### config.mk
export PLATFORM = sky130hd
export DESIGN_NAME = hsl2rgb_ramp
export DESIGN_NICKNAME = d
export VERILOG_FILES = /design/src/hw/rtl/hsl2rgb_pkg.sv /design/src/hw/rtl/hsl2rgb_ramp.sv
export SDC_FILE = /design/constraint.sdc
export NUM_CORES = 2
export LEC_CHECK = 0
export ABC_AREA = 1
export BUFFER_PORTS_ARGS = -buffer_cell sky130_fd_sc_hd__buf_4
export CAP_MARGIN = 20
export CORE_ASPECT_RATIO = 0.8
export CORE_UTILIZATION = 50
export CTS_BUF_LIST = sky130_fd_sc_hd__clkbuf_4
export DETAILED_ROUTE_END_ITERATION = 7
export GPL_ROUTABILITY_DRIVEN = 0
export GPL_TIMING_DRIVEN = 0
export PLACE_DENSITY = 0.67
export SLEW_MARGIN = 20
export SYNTH_ARGS = -nofsm -noshare
export SYNTH_HDL_FRONTEND = slang
export SYNTH_SLANG_ARGS = --single-unit
export TNS_END_PERCENT = 30
### constraint.sdc
create_clock -name clk -period 7.5 [get_ports clk]
set_input_delay 1.5 -clock clk [delete_from_list [all_inputs] [get_ports clk]]
set_output_delay 1.5 -clock clk [all_outputs]
set_load 0.02 [all_outputs]
### src/hw/rtl/hsl2rgb_pkg.sv
// Shared widths, hue constants and the hue ramp weight for the HSL to RGB converter.
package hsl2rgb_pkg;

  localparam int HUE_W  = 16;  // hue field, and the split point of the ramp product
  localparam int SAT_W  = 17;  // saturation and lightness fields
  localparam int BYTE_W = 8;   // one color channel
  localparam int T3_W   = 18;  // hue argument in units of 1/(3*2^16) turn
  localparam int WT_W   = 17;  // ramp weight, 2^16 means 1.0

  typedef logic [BYTE_W-1:0] byte_t;
  typedef logic [T3_W-1:0]   t3_t;
  typedef logic [WT_W-1:0]   weight_t;

  // hue argument thresholds
  localparam t3_t T3_SIXTH      = 18'd32768;   // 1/6 turn
  localparam t3_t T3_THIRD      = 18'd65536;   // 1/3 turn
  localparam t3_t T3_HALF       = 18'd98304;   // 1/2 turn
  localparam t3_t T3_TWO_THIRDS = 18'd131072;  // 2/3 turn
  localparam t3_t T3_TURN       = 18'd196608;  // one full turn

  localparam weight_t WT_ONE = 17'd65536;

  // Piecewise hue ramp: rising to 1/6, flat to 1/2, falling to 2/3, zero after.
  function automatic weight_t hue_weight(input t3_t t3);
    t3_t fall;
    fall = T3_TWO_THIRDS - t3;
    priority if (t3 < T3_SIXTH) begin
      return WT_W'({t3, 1'b0});
    end else if (t3 < T3_HALF) begin
      return WT_ONE;
    end else if (t3 < T3_TWO_THIRDS) begin
      return WT_W'({fall, 1'b0});
    end else begin
      return '0;
    end
  endfunction

endpackage

### src/hw/rtl/hsl2rgb_ramp.sv
// One color channel: scales the hue ramp into p..q and reduces it to a byte (three stages).
module hsl2rgb_ramp #(
  parameter int FRAC_BITS = 16
) (
  input  logic                         clk,
  input  logic                         en,
  input  logic [2*FRAC_BITS:0]         p,
  input  logic [2*FRAC_BITS:0]         d,
  input  hsl2rgb_pkg::weight_t         w,
  output hsl2rgb_pkg::byte_t           value
);
  import hsl2rgb_pkg::*;

  localparam int QW   = 2*FRAC_BITS + 1;
  localparam int DHW  = QW - HUE_W;
  localparam int LO_W = HUE_W + WT_W;
  localparam int HI_W = DHW + WT_W;
  localparam int SW   = ((HI_W > QW) ? HI_W : QW) + 2;
  localparam int RW   = HUE_W + BYTE_W;
  localparam int VW   = QW + BYTE_W + 1;
  localparam int OW   = VW - 2*FRAC_BITS;

  // stage 3: split product d*w
  logic [LO_W-1:0] lo3;
  logic [HI_W-1:0] hi3;
  logic [QW-1:0]   p3;
  // stage 4: integer part and remainder of p + d*w/2^16
  logic [QW-1:0]    a4;
  logic [HUE_W-1:0] r4;
  logic [SW-1:0]    a_sum;
  // stage 5 arithmetic
  logic [RW-1:0]     ry;
  logic [BYTE_W-1:0] y;
  logic [VW-1:0]     vs;
  logic [OW-1:0]     vb;

  always_ff @(posedge clk) begin
    if (en) begin
      lo3 <= LO_W'(d[HUE_W-1:0]) * LO_W'(w);
      hi3 <= HI_W'(d[QW-1:HUE_W]) * HI_W'(w);
      p3  <= p;
    end
  end

  assign a_sum = SW'(p3) + SW'(hi3) + SW'(lo3[LO_W-1:HUE_W]);

  always_ff @(posedge clk) begin
    if (en) begin
      a4 <= QW'(a_sum);
      r4 <= lo3[HUE_W-1:0];
    end
  end

  // 255*x as a shift and subtract
  assign ry = {r4, {BYTE_W{1'b0}}} - RW'(r4);
  assign y  = ry[RW-1:HUE_W];
  assign vs = VW'({a4, {BYTE_W{1'b0}}}) - VW'(a4) + VW'(y);
  assign vb = vs[VW-1:2*FRAC_BITS];

  always_ff @(posedge clk) begin
    if (en) begin
      value <= (vb > OW'(255)) ? '1 : vb[BYTE_W-1:0];
    end
  end

endmodule

==> reports/qor.txt <==
Met3 wire length = 7.51 mm
Max Clk Rate = 136 MHz
First-pass GRT wire length = 118 mm
Unique masters post-synth = 43
Final worst-path cycle share = 97.9%
Slew HR = 33.2%
Worst Hold Class = reg2reg
Worst-Skew Late Latency = 590 ps
Post-route DRC = 0
Post-Syn Instances = 3320
Outcome = finished, final reports clean
Die area = 56600 um^2
I/O pin cnt = 93
IO Port Bufs = 42
Highest Signal Layer = met5
Die Height = 213 um
Asr flop ratio synth = 0%
Dpl hpwl = 61.3 mm
Syn Nets = 4149
Worst setup EP type = register
GR Overflow Total = 0
H-tree Lvls = 4
Yosys reg bits = 156
Pins over their slew limit = 0
CTS tree = done
Syn Area/Cell = 8.38 um^2
Crit path kind = in2reg
Maximum clock path buffer count = 2
Post-synth EDFFs = 156
Via Count = 21300
WP data required = 7860 ps
Initial Utilization = 51.2%
Sequential area share after synthesis = 16.8%
Crit-path max FO = 10
Core box area = 54400 um^2
Hold buffer count at CTS = 0
Worst Skew = 33.4 ps
Nature of the critical path startpoint = primary input
Final setup violation count = 0
Final min period = 7350 ps
Design area = 29500 um^2
Syn-to-layout area delta = 5.83%
Horiz. Die Dim = 266 um
Num CTS Buffers = 17
Rows = 76
CP arrival = 7710 ps
Root Buffer = clkbuf_4
Layout cells sized above 1 = 4.33%
Metal-1 WL = 32.7 mm
DR iter-0 viols = 1785
CTS clk-pin slew, worst paths = 170 ps
Worst-Margin Slew = 1000 ps
Vias in the first global route = 21500
Post-Place Cell Area = 29100 um^2
Routed wire length = 73.4 mm
Unrepaired setup endpoints after global routing = yes
Antenna viol nets, final = 0
WL met2 = 31.4 mm
Largest net degree at the start of global routing = 106
Num Clock Sinks = 156
Max Cap Violations = 0
Post-CTS setup buffer count = 0
Mapped Area = 27800 um^2
Ys Warns = 0
Final Hold Viols = 0
Nets@finish = 4211
DR pass1 iterations = 6
Initial antenna violation count = 2
Tot GR Track Use = 27.4%
Routed len/inst = 17.7 um
Synth Flop Type = edfxtp_1
Fillers = 5211
Vias per std cell = 5.14
cell usage in the layout (no fill, tap or decap), types with 11 or more instances in the layout:
master,instances
nand2_1,782
a21oi_1,133
inv_1,878
xor2_1,64
edfxtp_1,156
o21a_1,16
clkbuf_1,110
nand4_1,12
buf_4,41
clkbuf_4,17
nor2_1,122
nand2_2,11
a31oi_1,11
nor3_1,25
clkbuf_2,24
ha_1,295
xnor2_1,39
fa_1,449
o21ai_0,58
nand3_1,48
cell families after synthesis:
group	Yosys count	synth area share (%)
simple gates	1020	14.6
buf+inv	1014	13.7
flops	156	16.8
xor+xnor	103	3.24
fa+ha+maj	744	45.6
compound gates	283	6.10
cell usage after synthesis (all sizes together), types with 2 or more instances:
cell,instances,area (um^2)
nor2,124,470
xor2,64,561
o21bai,5,41.3
a21oi,143,761
a21boi,7,56.3
inv,879,3300
nand3b,3,22.5
o221ai,4,35.0
a31oi,11,68.8
o21a,16,120
o2111ai,3,26.3
nand2,794,3020
nor3,25,125
nor4,9,62.6
a21o,9,67.6
fa,449,8990
xnor2,39,342
edfxtp,156,4680
ha,295,3690
o21ai,71,389
o31ai,2,15.0
nand3,52,280
o211ai,6,65.1
clkbuf,135,507
nand4,13,87.6
a211oi,3,22.5
sequential cells by signal, indices dropped and copies added (netlist names):
name,count
value,8
r4,16
a4,33
lo3,33
hi3,33
p3,33
layout make-up:
class / instances / area [um^2] / area share (%)
multi-input cells: 2150 / 19300 / 65.7
well taps: 741 / 927 / 3.15
inverters: 879 / 3300 / 11.2
flip-flops and latches: 156 / 4680 / 15.9
clock inverters: 15 / 186 / 0.633
plain buffers: 135 / 537 / 1.82
clock buffers: 17 / 128 / 0.433
diodes: 1 / 2.50 / 0.00849
repair buffers: 43 / 350 / 1.19
stage by stage:
step / cells / hold slack, ps / setup TNS, ps / utilization (%) / worst slack, ps
final: 4137 / 433 / 0 / 54.2 / 155
after global routing: 4137 / 446 / -7.63 / 54.2 / -7.63
after CTS: 4136 / 434 / 0 / 54.1 / 149
after detailed placement: 4104 / 405 / -7590 / 53.5 / -484
after global placement: 4103 / 401 / -7310 / 53.5 / -499
after floorplan: 3320 / 400 / 0 / - / 634
per-layer routing:
metal	track usage (%)	vias to the layer above
met5	0	-
met4	6.90	2
met3	5.65	105
met1	39.1	10200
met2	42.7	909
li1	-	10000
worst max-delay path, cell delays in order:
cell	delay [ps]
clkbuf_1	510
clkbuf_1	560
nand2_1	160
fa_1	540
inv_1	60
fa_1	570
fa_1	450
fa_1	460
fa_1	520
inv_1	60
fa_1	530
inv_1	60
ha_1	370
nand2_1	140
nor4_1	460
o21ai_0	160
nand3_1	160
nand3_1	100
nand2_1	110
a21oi_1	80
xnor2_1	140
path summary, 6_finish.rpt:
| kind | startpoint | endpoint | slack [ps] | cells past startpoint |
|---|---|---|---|---|
| hold reg to reg | lo3[8] | r4[8] | 430 | 0 |
| setup reg to reg | r4[9] | value[6] | 3400 | 27 |
| hold / removal | lo3[8] | r4[8] | 430 | 0 |
| setup / recovery | d[25] | hi3[30] | 150 | 21 |
repair_timing:
| action | 4_1_cts | 5_1_grt |
|---|---|---|
| setup endpoints to repair | 0 | 10 |
| hold endpoints to repair | 0 | 0 |
| resized for setup | 0 | 53 |
Power is left out: the tool's default activity adds up to more than one toggle a clock period on the data nets, which glitch-free logic cannot reach.
